<file path="config.mk">
export PLATFORM = sky130hd
export DESIGN_NAME = label_text_escape_encoder_flat
export DESIGN_NICKNAME = d
export VERILOG_FILES = /design/src/hw/rtl/lte_pkg.sv /design/src/hw/rtl/lte_if.sv /design/src/hw/rtl/lte_classify.sv /design/src/hw/rtl/lte_queue.sv /design/src/hw/rtl/lte_emit.sv /design/src/hw/rtl/label_text_escape_encoder.sv /design/src/flat_wrapper.sv
export VERILOG_INCLUDE_DIRS = /design/src /design/src/hw/rtl
export SDC_FILE = /design/constraint.sdc
export NUM_CORES = 1
export LEC_CHECK = 0
export BUFFER_PORTS_ARGS = -buffer_cell sky130_fd_sc_hd__buf_2
export CAP_MARGIN = 0
export CELL_PAD_IN_SITES_DETAIL_PLACEMENT = 1
export CELL_PAD_IN_SITES_GLOBAL_PLACEMENT = 1
export CORE_MARGIN = 1
export CORE_UTILIZATION = 49
export CTS_BUF_LIST = sky130_fd_sc_hd__clkbuf_4
export DETAILED_ROUTE_END_ITERATION = 10
export PLACE_DENSITY = 0.79
export REMOVE_ABC_BUFFERS = 1
export SLEW_MARGIN = 20
export SYNTH_ARGS = -nofsm -noshare
export SYNTH_HDL_FRONTEND = slang
export SYNTH_SLANG_ARGS = --single-unit
</file>
<file path="constraint.sdc">
create_clock -name i_clk -period 4 [get_ports i_clk]
set_input_delay 1 -clock i_clk [delete_from_list [all_inputs] [get_ports i_clk]]
set_output_delay 1 -clock i_clk [all_outputs]
set_load 0.02 [all_outputs]
</file>
<file path="src/hw/rtl/label_text_escape_encoder_macros.svh">
// Assertion helpers shared by the encoder RTL.
`ifndef LABEL_TEXT_ESCAPE_ENCODER_MACROS_SVH
`define LABEL_TEXT_ESCAPE_ENCODER_MACROS_SVH

// Property that must hold on every clock edge out of reset.
`define LTE_ASSERT_ALWAYS(lbl, clk, rst_n, prop) \
    lbl: assert property (@(posedge clk) disable iff (!(rst_n)) (prop)) \
        else $error("invariant violated");

// Same-cycle implication.
`define LTE_ASSERT_IMPL(lbl, clk, rst_n, ante, cons) \
    lbl: assert property (@(posedge clk) disable iff (!(rst_n)) (ante) |-> (cons)) \
        else $error("implication violated");

// Next-cycle implication.
`define LTE_ASSERT_NEXT(lbl, clk, rst_n, ante, cons) \
    lbl: assert property (@(posedge clk) disable iff (!(rst_n)) (ante) |=> (cons)) \
        else $error("next-cycle implication violated");

`endif

</file>
<file path="src/hw/rtl/lte_pkg.sv">
`default_nettype none

package lte_pkg;

    // Default depth of the request queue between classifier and emitter
    localparam int C_QUEUE_DEPTH = 2;

    // Longest escape sequence in bytes
    localparam int C_MAX_BYTES = 6;
    localparam int C_IDX_W     = $clog2(C_MAX_BYTES);

    // ASCII codes used in escapes
    localparam logic [6:0] C_BSLASH = 7'h5C;
    localparam logic [6:0] C_PIPE   = 7'h7C;
    localparam logic [6:0] C_AMP    = 7'h26;
    localparam logic [6:0] C_SEMI   = 7'h3B;
    localparam logic [6:0] C_CH_A   = 7'h61;
    localparam logic [6:0] C_CH_G   = 7'h67;
    localparam logic [6:0] C_CH_L   = 7'h6C;
    localparam logic [6:0] C_CH_M   = 7'h6D;
    localparam logic [6:0] C_CH_N   = 7'h6E;
    localparam logic [6:0] C_CH_O   = 7'h6F;
    localparam logic [6:0] C_CH_P   = 7'h70;
    localparam logic [6:0] C_CH_Q   = 7'h71;
    localparam logic [6:0] C_CH_T   = 7'h74;
    localparam logic [6:0] C_CH_U   = 7'h75;
    localparam logic [6:0] C_CH_X   = 7'h78;

    // Input code points that get special treatment
    localparam logic [15:0] C_CP_TAB   = 16'd9;
    localparam logic [15:0] C_CP_NL    = 16'd10;
    localparam logic [15:0] C_CP_SPACE = 16'd32;
    localparam logic [15:0] C_CP_DEL   = 16'd127;
    localparam logic [15:0] C_CP_PIPE  = 16'h007C;
    localparam logic [15:0] C_CP_AMP   = 16'h0026;
    localparam logic [15:0] C_CP_QUOT  = 16'h0022;
    localparam logic [15:0] C_CP_LT    = 16'h003C;
    localparam logic [15:0] C_CP_GT    = 16'h003E;

    // Escape class of one character
    typedef enum logic [3:0] {
        K_PIPE,
        K_AMP,
        K_QUOT,
        K_LT,
        K_GT,
        K_NL,
        K_TAB,
        K_PLAIN,
        K_HEX2,
        K_HEX4
    } t_kind;

    // One classified request held in the queue
    typedef struct packed {
        t_kind       kind;
        logic [15:0] code_unit;
        logic        end_of_text;
    } t_entry;

    // Queue status seen by both sides
    typedef struct packed {
        logic full;
        logic empty;
    } t_q_stat;

    // Lower-case hex digit
    function automatic logic [6:0] hex_char(input logic [3:0] nib);
        if (nib < 4'd10) begin
            hex_char = 7'h30 + {3'b000, nib};
        end else begin
            hex_char = 7'h57 + {3'b000, nib};
        end
    endfunction

    // Number of output bytes per class, minus one
    function automatic logic [C_IDX_W-1:0] kind_len_m1(input t_kind kind);
        unique case (kind)
            K_PIPE:  kind_len_m1 = C_IDX_W'(1);
            K_AMP:   kind_len_m1 = C_IDX_W'(4);
            K_QUOT:  kind_len_m1 = C_IDX_W'(5);
            K_LT:    kind_len_m1 = C_IDX_W'(3);
            K_GT:    kind_len_m1 = C_IDX_W'(3);
            K_NL:    kind_len_m1 = C_IDX_W'(1);
            K_TAB:   kind_len_m1 = C_IDX_W'(1);
            K_PLAIN: kind_len_m1 = C_IDX_W'(0);
            K_HEX2:  kind_len_m1 = C_IDX_W'(3);
            K_HEX4:  kind_len_m1 = C_IDX_W'(5);
            default: kind_len_m1 = C_IDX_W'(0);
        endcase
    endfunction

    // Byte at position idx of the escape for one character
    function automatic logic [6:0] escape_byte(input t_kind kind,
                                               input logic [15:0] cu,
                                               input logic [C_IDX_W-1:0] idx);
        logic [6:0] b;
        b = C_BSLASH;
        unique case (kind)
            K_PIPE: b = (idx == C_IDX_W'(0)) ? C_BSLASH : C_PIPE;
            K_NL:   b = (idx == C_IDX_W'(0)) ? C_BSLASH : C_CH_N;
            K_TAB:  b = (idx == C_IDX_W'(0)) ? C_BSLASH : C_CH_T;
            K_PLAIN: b = cu[6:0];
            K_AMP: begin
                case (idx)
                    C_IDX_W'(0): b = C_AMP;
                    C_IDX_W'(1): b = C_CH_A;
                    C_IDX_W'(2): b = C_CH_M;
                    C_IDX_W'(3): b = C_CH_P;
                    default:     b = C_SEMI;
                endcase
            end
            K_QUOT: begin
                case (idx)
                    C_IDX_W'(0): b = C_AMP;
                    C_IDX_W'(1): b = C_CH_Q;
                    C_IDX_W'(2): b = C_CH_U;
                    C_IDX_W'(3): b = C_CH_O;
                    C_IDX_W'(4): b = C_CH_T;
                    default:     b = C_SEMI;
                endcase
            end
            K_LT, K_GT: begin
                case (idx)
                    C_IDX_W'(0): b = C_AMP;
                    C_IDX_W'(1): b = (kind == K_LT) ? C_CH_L : C_CH_G;
                    C_IDX_W'(2): b = C_CH_T;
                    default:     b = C_SEMI;
                endcase
            end
            K_HEX2: begin
                case (idx)
                    C_IDX_W'(0): b = C_BSLASH;
                    C_IDX_W'(1): b = C_CH_X;
                    C_IDX_W'(2): b = hex_char(cu[7:4]);
                    default:     b = hex_char(cu[3:0]);
                endcase
            end
            K_HEX4: begin
                case (idx)
                    C_IDX_W'(0): b = C_BSLASH;
                    C_IDX_W'(1): b = C_CH_U;
                    C_IDX_W'(2): b = hex_char(cu[15:12]);
                    C_IDX_W'(3): b = hex_char(cu[11:8]);
                    C_IDX_W'(4): b = hex_char(cu[7:4]);
                    default:     b = hex_char(cu[3:0]);
                endcase
            end
            default: b = C_BSLASH;
        endcase
        escape_byte = b;
    endfunction

endpackage

`default_nettype wire

</file>
<file path="src/hw/rtl/lte_if.sv">
`default_nettype none

// Character request channel
interface lte_in_if;
    logic        valid;
    logic        ready;
    logic [15:0] code_unit;
    logic        end_of_text;

    modport source (output valid, output code_unit, output end_of_text, input ready);
    modport sink   (input valid, input code_unit, input end_of_text, output ready);
endinterface

// Escaped byte channel
interface lte_out_if;
    logic       valid;
    logic       ready;
    logic [6:0] out_byte;
    logic       last_of_char;
    logic       last_of_text;

    modport source (output valid, output out_byte, output last_of_char,
                    output last_of_text, input ready);
    modport sink   (input valid, input out_byte, input last_of_char,
                    input last_of_text, output ready);
endinterface

`default_nettype wire

</file>
<file path="src/hw/rtl/lte_classify.sv">
`default_nettype none

module lte_classify
    import lte_pkg::*;
(
    lte_in_if.sink   i_in,
    input  t_q_stat  i_stat,
    output logic     o_push,
    output t_entry   o_entry
);

    // Accept whenever the queue has room
    assign i_in.ready = !i_stat.full;
    assign o_push     = i_in.valid && !i_stat.full;

    // Escape class, first match wins
    always_comb begin
        priority if (i_in.code_unit == C_CP_PIPE) begin
            o_entry.kind = K_PIPE;
        end else if (i_in.code_unit == C_CP_AMP) begin
            o_entry.kind = K_AMP;
        end else if (i_in.code_unit == C_CP_QUOT) begin
            o_entry.kind = K_QUOT;
        end else if (i_in.code_unit == C_CP_LT) begin
            o_entry.kind = K_LT;
        end else if (i_in.code_unit == C_CP_GT) begin
            o_entry.kind = K_GT;
        end else if (i_in.code_unit == C_CP_NL) begin
            o_entry.kind = K_NL;
        end else if (i_in.code_unit == C_CP_TAB) begin
            o_entry.kind = K_TAB;
        end else if (i_in.code_unit >= C_CP_SPACE && i_in.code_unit < C_CP_DEL) begin
            o_entry.kind = K_PLAIN;
        end else if (i_in.code_unit[15:8] == 8'h00) begin
            o_entry.kind = K_HEX2;
        end else begin
            o_entry.kind = K_HEX4;
        end
        o_entry.code_unit   = i_in.code_unit;
        o_entry.end_of_text = i_in.end_of_text;
    end

endmodule

`default_nettype wire

</file>
<file path="src/hw/rtl/lte_queue.sv">
`default_nettype none

module lte_queue
    import lte_pkg::*;
#(
    parameter int P_DEPTH = C_QUEUE_DEPTH
) (
    input  logic    i_clk,
    input  logic    i_rst_n,
    input  logic    i_push,
    input  t_entry  i_entry,
    input  logic    i_pop,
    output t_entry  o_head,
    output t_q_stat o_stat
);

`include "label_text_escape_encoder_macros.svh"

    localparam int PTR_W = (P_DEPTH > 1) ? $clog2(P_DEPTH) : 1;
    localparam int CNT_W = $clog2(P_DEPTH + 1);

    t_entry             r_mem [P_DEPTH];
    logic [PTR_W-1:0]   r_wr_ptr, n_wr_ptr;
    logic [PTR_W-1:0]   r_rd_ptr, n_rd_ptr;
    logic [CNT_W-1:0]   r_count,  n_count;

    assign o_stat.full  = (r_count == CNT_W'(P_DEPTH));
    assign o_stat.empty = (r_count == CNT_W'(0));
    assign o_head       = r_mem[r_rd_ptr];

    // Pointer and fill count update
    always_comb begin
        n_wr_ptr = r_wr_ptr;
        n_rd_ptr = r_rd_ptr;
        n_count  = r_count;
        if (i_push) begin
            n_wr_ptr = (r_wr_ptr == PTR_W'(P_DEPTH - 1)) ? '0 : r_wr_ptr + PTR_W'(1);
        end
        if (i_pop) begin
            n_rd_ptr = (r_rd_ptr == PTR_W'(P_DEPTH - 1)) ? '0 : r_rd_ptr + PTR_W'(1);
        end
        if (i_push && !i_pop) begin
            n_count = r_count + CNT_W'(1);
        end else if (i_pop && !i_push) begin
            n_count = r_count - CNT_W'(1);
        end
    end

    always_ff @(posedge i_clk) begin
        if (!i_rst_n) begin
            r_wr_ptr <= '0;
            r_rd_ptr <= '0;
            r_count  <= '0;
        end else begin
            r_wr_ptr <= n_wr_ptr;
            r_rd_ptr <= n_rd_ptr;
            r_count  <= n_count;
        end
    end

    // Entry storage
    always_ff @(posedge i_clk) begin
        if (i_push) begin
            r_mem[r_wr_ptr] <= i_entry;
        end
    end

    `LTE_ASSERT_ALWAYS(a_count_bound, i_clk, i_rst_n, r_count <= CNT_W'(P_DEPTH))
    `LTE_ASSERT_IMPL(a_no_push_full, i_clk, i_rst_n, i_push, !o_stat.full)
    `LTE_ASSERT_IMPL(a_no_pop_empty, i_clk, i_rst_n, i_pop, !o_stat.empty)

endmodule

`default_nettype wire

</file>
<file path="src/hw/rtl/lte_emit.sv">
`default_nettype none

module lte_emit
    import lte_pkg::*;
(
    input  logic      i_clk,
    input  logic      i_rst_n,
    input  t_entry    i_head,
    input  t_q_stat   i_stat,
    output logic      o_pop,
    lte_out_if.source o_out
);

`include "label_text_escape_encoder_macros.svh"

    logic [C_IDX_W-1:0] r_idx, n_idx;
    logic               r_valid, n_valid;
    logic [6:0]         r_byte;
    logic               r_last_char;
    logic               r_last_text;
    logic               w_load;
    logic               w_last;

    // Output register takes a byte from a non-empty queue when empty or being drained
    assign w_load = !i_stat.empty && (!r_valid || o_out.ready);
    assign w_last = (r_idx == kind_len_m1(i_head.kind));
    assign o_pop  = w_load && w_last;

    always_comb begin
        n_idx   = r_idx;
        n_valid = r_valid;
        if (w_load) begin
            n_valid = 1'b1;
            n_idx   = w_last ? '0 : r_idx + C_IDX_W'(1);
        end else if (o_out.ready) begin
            n_valid = 1'b0;
        end
    end

    // Control state
    always_ff @(posedge i_clk) begin
        if (!i_rst_n) begin
            r_idx   <= '0;
            r_valid <= 1'b0;
        end else begin
            r_idx   <= n_idx;
            r_valid <= n_valid;
        end
    end

    // Output payload
    always_ff @(posedge i_clk) begin
        if (w_load) begin
            r_byte      <= escape_byte(i_head.kind, i_head.code_unit, r_idx);
            r_last_char <= w_last;
            r_last_text <= w_last && i_head.end_of_text;
        end
    end

    assign o_out.valid        = r_valid;
    assign o_out.out_byte     = r_byte;
    assign o_out.last_of_char = r_last_char;
    assign o_out.last_of_text = r_last_text;

    `LTE_ASSERT_ALWAYS(a_idx_bound, i_clk, i_rst_n, r_idx <= C_IDX_W'(C_MAX_BYTES - 1))
    `LTE_ASSERT_NEXT(a_pop_marks_last, i_clk, i_rst_n, o_pop, r_valid && r_last_char)
    `LTE_ASSERT_IMPL(a_text_needs_char, i_clk, i_rst_n, r_valid && r_last_text, r_last_char)

endmodule

`default_nettype wire

</file>
<file path="src/hw/rtl/label_text_escape_encoder.sv">
`default_nettype none
// Channel | Dir | Payload                                 | Handshake
// i_in    | in  | code_unit[15:0], end_of_text            | valid/ready
// o_out   | out | out_byte[6:0], last_of_char, last_of_text | valid/ready
//
// Each character yields 1 to 6 bytes, one byte per cycle while o_out is
// ready; the byte count of the escape class (up to 6 for &quot; and \uXXXX)
// sets the rate. The first byte passes the queue, then the output register.
// i_in takes a request every cycle while the request queue has room.
// Synchronous active-low reset empties the queue and the output register.
// A stall on o_out holds the byte; i_in keeps filling the queue meanwhile.

module label_text_escape_encoder
    import lte_pkg::*;
#(
    parameter int P_QUEUE_DEPTH = C_QUEUE_DEPTH
) (
    input  logic      i_clk,
    input  logic      i_rst_n,
    lte_in_if.sink    i_in,
    lte_out_if.source o_out
);

    t_q_stat w_stat;
    t_entry  w_push_entry;
    t_entry  w_head;
    logic    w_push;
    logic    w_pop;

    // Front: accept and classify
    lte_classify u_classify (
        .i_in    (i_in),
        .i_stat  (w_stat),
        .o_push  (w_push),
        .o_entry (w_push_entry)
    );

    // Request queue
    lte_queue #(
        .P_DEPTH (P_QUEUE_DEPTH)
    ) u_queue (
        .i_clk   (i_clk),
        .i_rst_n (i_rst_n),
        .i_push  (w_push),
        .i_entry (w_push_entry),
        .i_pop   (w_pop),
        .o_head  (w_head),
        .o_stat  (w_stat)
    );

    // Back: byte sequencer
    lte_emit u_emit (
        .i_clk   (i_clk),
        .i_rst_n (i_rst_n),
        .i_head  (w_head),
        .i_stat  (w_stat),
        .o_pop   (w_pop),
        .o_out   (o_out)
    );

endmodule

`default_nettype wire
</file>
<file path="src/flat_wrapper.sv">
// flat-port wrapper written by rule: the top's interface ports become plain ports
module label_text_escape_encoder_flat import lte_pkg::*;
#(
    parameter int P_QUEUE_DEPTH = C_QUEUE_DEPTH
)
  (i_clk, i_rst_n, i_in_valid, i_in_code_unit, i_in_end_of_text, i_in_ready, o_out_valid, o_out_out_byte, o_out_last_of_char, o_out_last_of_text, o_out_ready);
  lte_in_if i_in_i ();
  lte_out_if o_out_i ();
  input  logic i_clk;
  input  logic i_rst_n;
  input wire logic [$bits(i_in_i.valid)-1:0] i_in_valid;
  input wire logic [$bits(i_in_i.code_unit)-1:0] i_in_code_unit;
  input wire logic [$bits(i_in_i.end_of_text)-1:0] i_in_end_of_text;
  output wire logic [$bits(i_in_i.ready)-1:0] i_in_ready;
  output wire logic [$bits(o_out_i.valid)-1:0] o_out_valid;
  output wire logic [$bits(o_out_i.out_byte)-1:0] o_out_out_byte;
  output wire logic [$bits(o_out_i.last_of_char)-1:0] o_out_last_of_char;
  output wire logic [$bits(o_out_i.last_of_text)-1:0] o_out_last_of_text;
  input wire logic [$bits(o_out_i.ready)-1:0] o_out_ready;
  assign i_in_i.valid = i_in_valid;
  assign i_in_i.code_unit = i_in_code_unit;
  assign i_in_i.end_of_text = i_in_end_of_text;
  assign i_in_ready = i_in_i.ready;
  assign o_out_valid = o_out_i.valid;
  assign o_out_out_byte = o_out_i.out_byte;
  assign o_out_last_of_char = o_out_i.last_of_char;
  assign o_out_last_of_text = o_out_i.last_of_text;
  assign o_out_i.ready = o_out_ready;
  label_text_escape_encoder #(.P_QUEUE_DEPTH(P_QUEUE_DEPTH)) u_core (.i_clk(i_clk), .i_rst_n(i_rst_n), .i_in(i_in_i), .o_out(o_out_i));
endmodule
</file>
# After elaboration in Yosys (flattened, before gate mapping)
# Memories as Yosys holds them, arrays and structs flattened. A register that Yosys moved wholly into a read port is not among the register bits.
# Cells that the tools add are included.
# totals
romBits,48
input_bits,21
ram_bits,42
mem_count,2
register_bits,17
out_inout_bits,11
# memory_table
memory,depth,width,rd,rd_ports_with_merged_regs,wr,line,rtl
(no name shown),16,3,1,0,0,lte_pkg.sv:78,unique case (kind)
u_core.u_queue.r_mem,2,21,1,1,1,lte_queue.sv:22,t_entry r_mem [P_DEPTH];
# classes
addsub,13
magnitude_cmp,6
n_reduce_logical,20
eq_ne,22
muxes,34
# ops
operator,count
7-bit case mux with 5 select lines,2
"16-bit by 6-bit == test with 1-bit output, second input constant",4
7-bit case mux with 9 select lines,1
7-bit case mux with 3 select lines,2
4-bit two-way mux,9
"16-bit by 4-bit == test with 1-bit output, second input constant",2
"6-bit by 4-bit adder with 7-bit output, first input constant",4
"7-bit by 4-bit adder with 7-bit output, first input constant",4
7-bit two-way mux,4
7-bit case mux with 4 select lines,1
6-bit two-way mux,3
"16-bit by 7-bit == test with 1-bit output, second input constant",1
"4-bit by 3-bit == test with 1-bit output, second input constant",4
"16-bit by 6-bit >= comparator with 1-bit output, second input constant",1
"16-bit by 7-bit less-than comparator with 1-bit output, second input constant",1
"4-bit less-than comparator, second input constant",4
1-bit two-way mux,9
"4-bit by 2-bit == test with 1-bit output, second input constant",2
"4-bit == test, second input constant",2
8-bit logical NOT,1
1-bit logical AND,7
"3-bit by 2-bit == test with 1-bit output, second input constant",2
1-bit logical NOT,5
"4-bit by 1-bit == test with 1-bit output, second input constant",1
other kinds (16),19

# Logic depth before layout (Yosys ltp)
# depth
depth_word,10
depth_mapped,17
mapped_depth_nobuf,12

# By module
# Synthesis repeated with hierarchy kept, for this count alone.
# unflattened
cells_unflattened,400
hier_area_um2,4031.4
# by_module_without_submodules
module,n_inst,area_per_inst_um2,seq_area_each_um2,cells_per_inst
lte_emit,1,1904.3,350.3,259
lte_queue,1,1726.7,1361.3,87
lte_classify,1,400.4,0.0,54

# Worst setup path after synthesis
# OpenSTA, ideal clock, no wires.
# synth_timing
kind,register to register
start,register with a tool-made name
end,register u_core.u_queue.r_count[1]
slack_ns,0.458
setup_ns,0.076
path_stages_with_launch,17
synth_period_minus_slack_ns,3.542
arrival_ns,3.466
path_cell_list,dfxtp_1 -> buf_6 -> buf_12 -> buf_4 -> buf_4 -> mux2i_1 -> inv_1 -> ha_1 -> clkbuf_1 -> mux2_2 -> mux2i_1 -> xnor2_1 -> nor3_4 -> nand2_1 -> ha_1 -> or3_1 -> a21boi_0
# synth_lines
element,line,rtl
end signal: assignment,lte_queue.sv:57,r_count <= n_count;
end: declaration,lte_queue.sv:25,"logic [CNT_W-1:0] r_count, n_count;"

==> out/metrics.csv <==
stage,metric,value,unit
routing,Final ANT Viol Nets,0,
clock_tree,CTS Sinks,60,
timing,crit share post-route,82.63,%
hold_path,worst hold path class,flop to flop,
run_status,status,"complete, no violations",
logic_synthesis,"EDFF count, synth",51,
logic_synthesis,post-synth cell types,66,
floorplan,Rows,32,
floorplan,initial core utilization,50.86,%
floorplan,die width,91.56,um
grt,largest net degree at the start of global routing,40,
floorplan,die area,8382,um^2
logic_synthesis,asr flop ratio synth,0,%
power_and_ir_drop,Pleak,0.001481,uW
layout,Ant. Diodes,0,
layout,storage element area,1713,um^2
logic_synthesis,register area share after synthesis,43.55,%
logic_synthesis,Synth Register Bits,60,
layout,fillers,891,
clock_tree,Hold Buf Count CTS,0,
grt,total global-route track usage,26.82,%
power_and_ir_drop,largest vdd supply drop,0.0002550,V
timing,fmax,0.3026,GHz
logic_synthesis,leading register cell type out of synthesis,edfxtp_1,
routing,Pre-Repair DR Iteration Count,5,
power_and_ir_drop,power density over the cells,648.2,nW/um^2
logic_synthesis,Yosys top cell by area,edfxtp_1,
layout,area of the multi-input gates,2076,um^2
logic_synthesis,Post-Synthesis Cells,396,
timing,Layout Skew,0.02116,ns
clock_tree,clock buffer depth,2,
routing,DR vias,3319,
timing,max-slew violations,0,
floorplan,die height,91.56,um
place,hpwl dp,8047,um
clock_tree,TritonCTS buffer count,9,
logic_synthesis,commonest cells in the netlist,"edfxtp_1, nand2_1, a21oi_1",
routing,vias per cell,6.204,
setup_path,startpoint types,flop,
setup_path,largest fanout on the critical path,13,
grt,first-pass GRT wire length,17230,um
setup_path,Setup CP Type,flop to flop,
logic_synthesis,warning count from the yosys run,0,
timing,actual slew at the worst max-slew pin,1.028,ns
floorplan,Core Area,7727,um^2
timing,minimum clock period,3.305,ns
clock_tree,H-tree lvl count,3,
clock_tree,CTS root buffer,clkbuf_4,
setup_path,CP Capture Type,flop,
setup_path,Crit path required time,4.36,ns
place,input/output buffers,31,
timing,# setup viols final,0,
clock_tree,CTS tree,built,
logic_synthesis,cell with the most instances after synthesis,edfxtp_1,
grt,vias in the first global route,3364,
clock_tree,post-CTS sizing,0,
floorplan,# IOs,32,
clock_tree,Clock Latency Late Sink,0.43,ns
routing,Avg WL per Cell,19.75,um
timing,final hold violation count,0,
grt,antenna violations before repair,0,
hold_path,Hold Startpoint,u_core.u_queue.r_count[1]$_SDFFE_PN0P_,
routing,drc violations,0,
routing,final wirelength,10570,um
logic_synthesis,dominant cells by area after synthesis,"edfxtp_1, mux2i_1, ha_1",
place,gpl congestion,0.8794,
timing,unrepaired setup endpoints after global routing,false,
timing,setup_tns,0,ns
layout,Final nets,464,
setup_path,WP data arrival,3.67,ns
routing,Initial DRC Count,236,
logic_synthesis,top cell type's share of synthesized area,38.97,%
timing,Min Hold Slack,0.5623,ns
run,max cap viols,0,
layout,proportion of layout cells with a drive suffix above 1,17.55,%
layout,Layout area overhead,8.978,%
timing,slew margin rel.,31.49,%
grt,total global routing overflow,0,
logic_synthesis,Post-Syn Area,3930,um^2
logic_synthesis,Post-Syn Area per Cell,9.924,um^2
clock_tree,Post-CTS Setup Bufs,0,
clock_tree,clock transition at the registers of the reported paths,0.12,ns
==> registers in the layout (all words and copies together), names as in the netlist, named ones only <==
signal / flops
u_core.u_queue.r_mem: 42
u_core.u_emit.o_out.out_byte: 7
u_core.u_emit.r_idx: 3
u_core.u_queue.r_count: 2
u_core.u_emit.o_out.last_of_char: 1
u_core.u_emit.o_out.last_of_text: 1
u_core.u_emit.o_out.valid: 1
u_core.u_queue.r_rd_ptr: 1
u_core.u_queue.r_wr_ptr: 1
==> area by class of cell <==
type	instances	area share, %
inverter	14	1.227
clock buffer	9	1.578
timing repair buffer	33	3.973
sequential	60	39.99
tap	102	2.980
clock inverter	7	1.782
multi-input combinational	310	48.47
==> cells by family after synthesis <==
family,Yosys count,share of synthesized area [%]
muxes,27,7.163
adders and majority gates,15,4.776
buffers and inverters,26,3.693
DFF,60,43.55
and+or+nand+nor,130,16.78
xor gates and xnor gates,9,2.006
AOI/OAI and AO/OA,129,22.03
==> cells in the final DEF (no fill, tap or decap), drive strengths merged, types with 14 or more instances in the layout <==
master | Yosys | final
inv | 14 | 15
mux2i | 21 | 21
nand2 | 37 | 37
buf | 5 | 33
edfxtp | 51 | 51
ha | 15 | 15
a21oi | 31 | 31
o22ai | 14 | 14
nor2 | 29 | 29
o21ai | 27 | 27
==> critical path: stages, from the launching register on <==
cell and delay, ns:
dfxtp_2 0.51, mux2i_1 0.35, inv_1 0.14, ha_1 0.35, mux2_2 0.31, mux2i_1 0.18, xnor2_1 0.16, nor3_4 0.29
nand2_1 0.10, ha_1 0.34, or3_1 0.37, a21boi_0 0.16
==> report_power, final <==
group | switching (uW) | internal [uW]
registers | 85.9 | 844
clock network | 255 | 193
logic | 904 | 495
total | 1240 | 1530
==> final timing paths <==
check	end	slack, ns	cells after the start
worst max-delay path	u_core.u_queue.r_count[1]$_SDFFE_PN0P_	0.69	11
worst min-delay path	u_core.u_queue.r_count[1]$_SDFFE_PN0P_	0.56	2
worst max register to register	u_core.u_queue.r_count[1]$_SDFFE_PN0P_	0.69	11
worst min register to register	u_core.u_queue.r_count[1]$_SDFFE_PN0P_	0.56	2
==> metrics by stage <==
stage / cells / instance area [um^2] / setup WS [ns] / total power [uW] / util (%)
floorplan: 384 / 3837 / 0.03551 / 1921 / -
global placement: 519 / 4139 / 0.8978 / 2269 / 53.56
detailed placement: 519 / 4139 / 0.7017 / 2311 / 53.56
CTS: 535 / 4283 / 0.6857 / 2763 / 55.42
global route: 535 / 4283 / 0.3893 / 2937 / 55.42
finish: 535 / 4283 / 0.6949 / 2776 / 55.42
==> layer usage <==
layer / up-vias / routed length, um / GRT usage, %
li1: 1594 / - / -
met4: 0 / 176 / 8.333
met2: 94 / 4954 / 43.55
met3: 20 / 436 / 4.774
met1: 1611 / 5001 / 36.32
met5: - / 0 / 0
(Power assumes the default switching activity.)
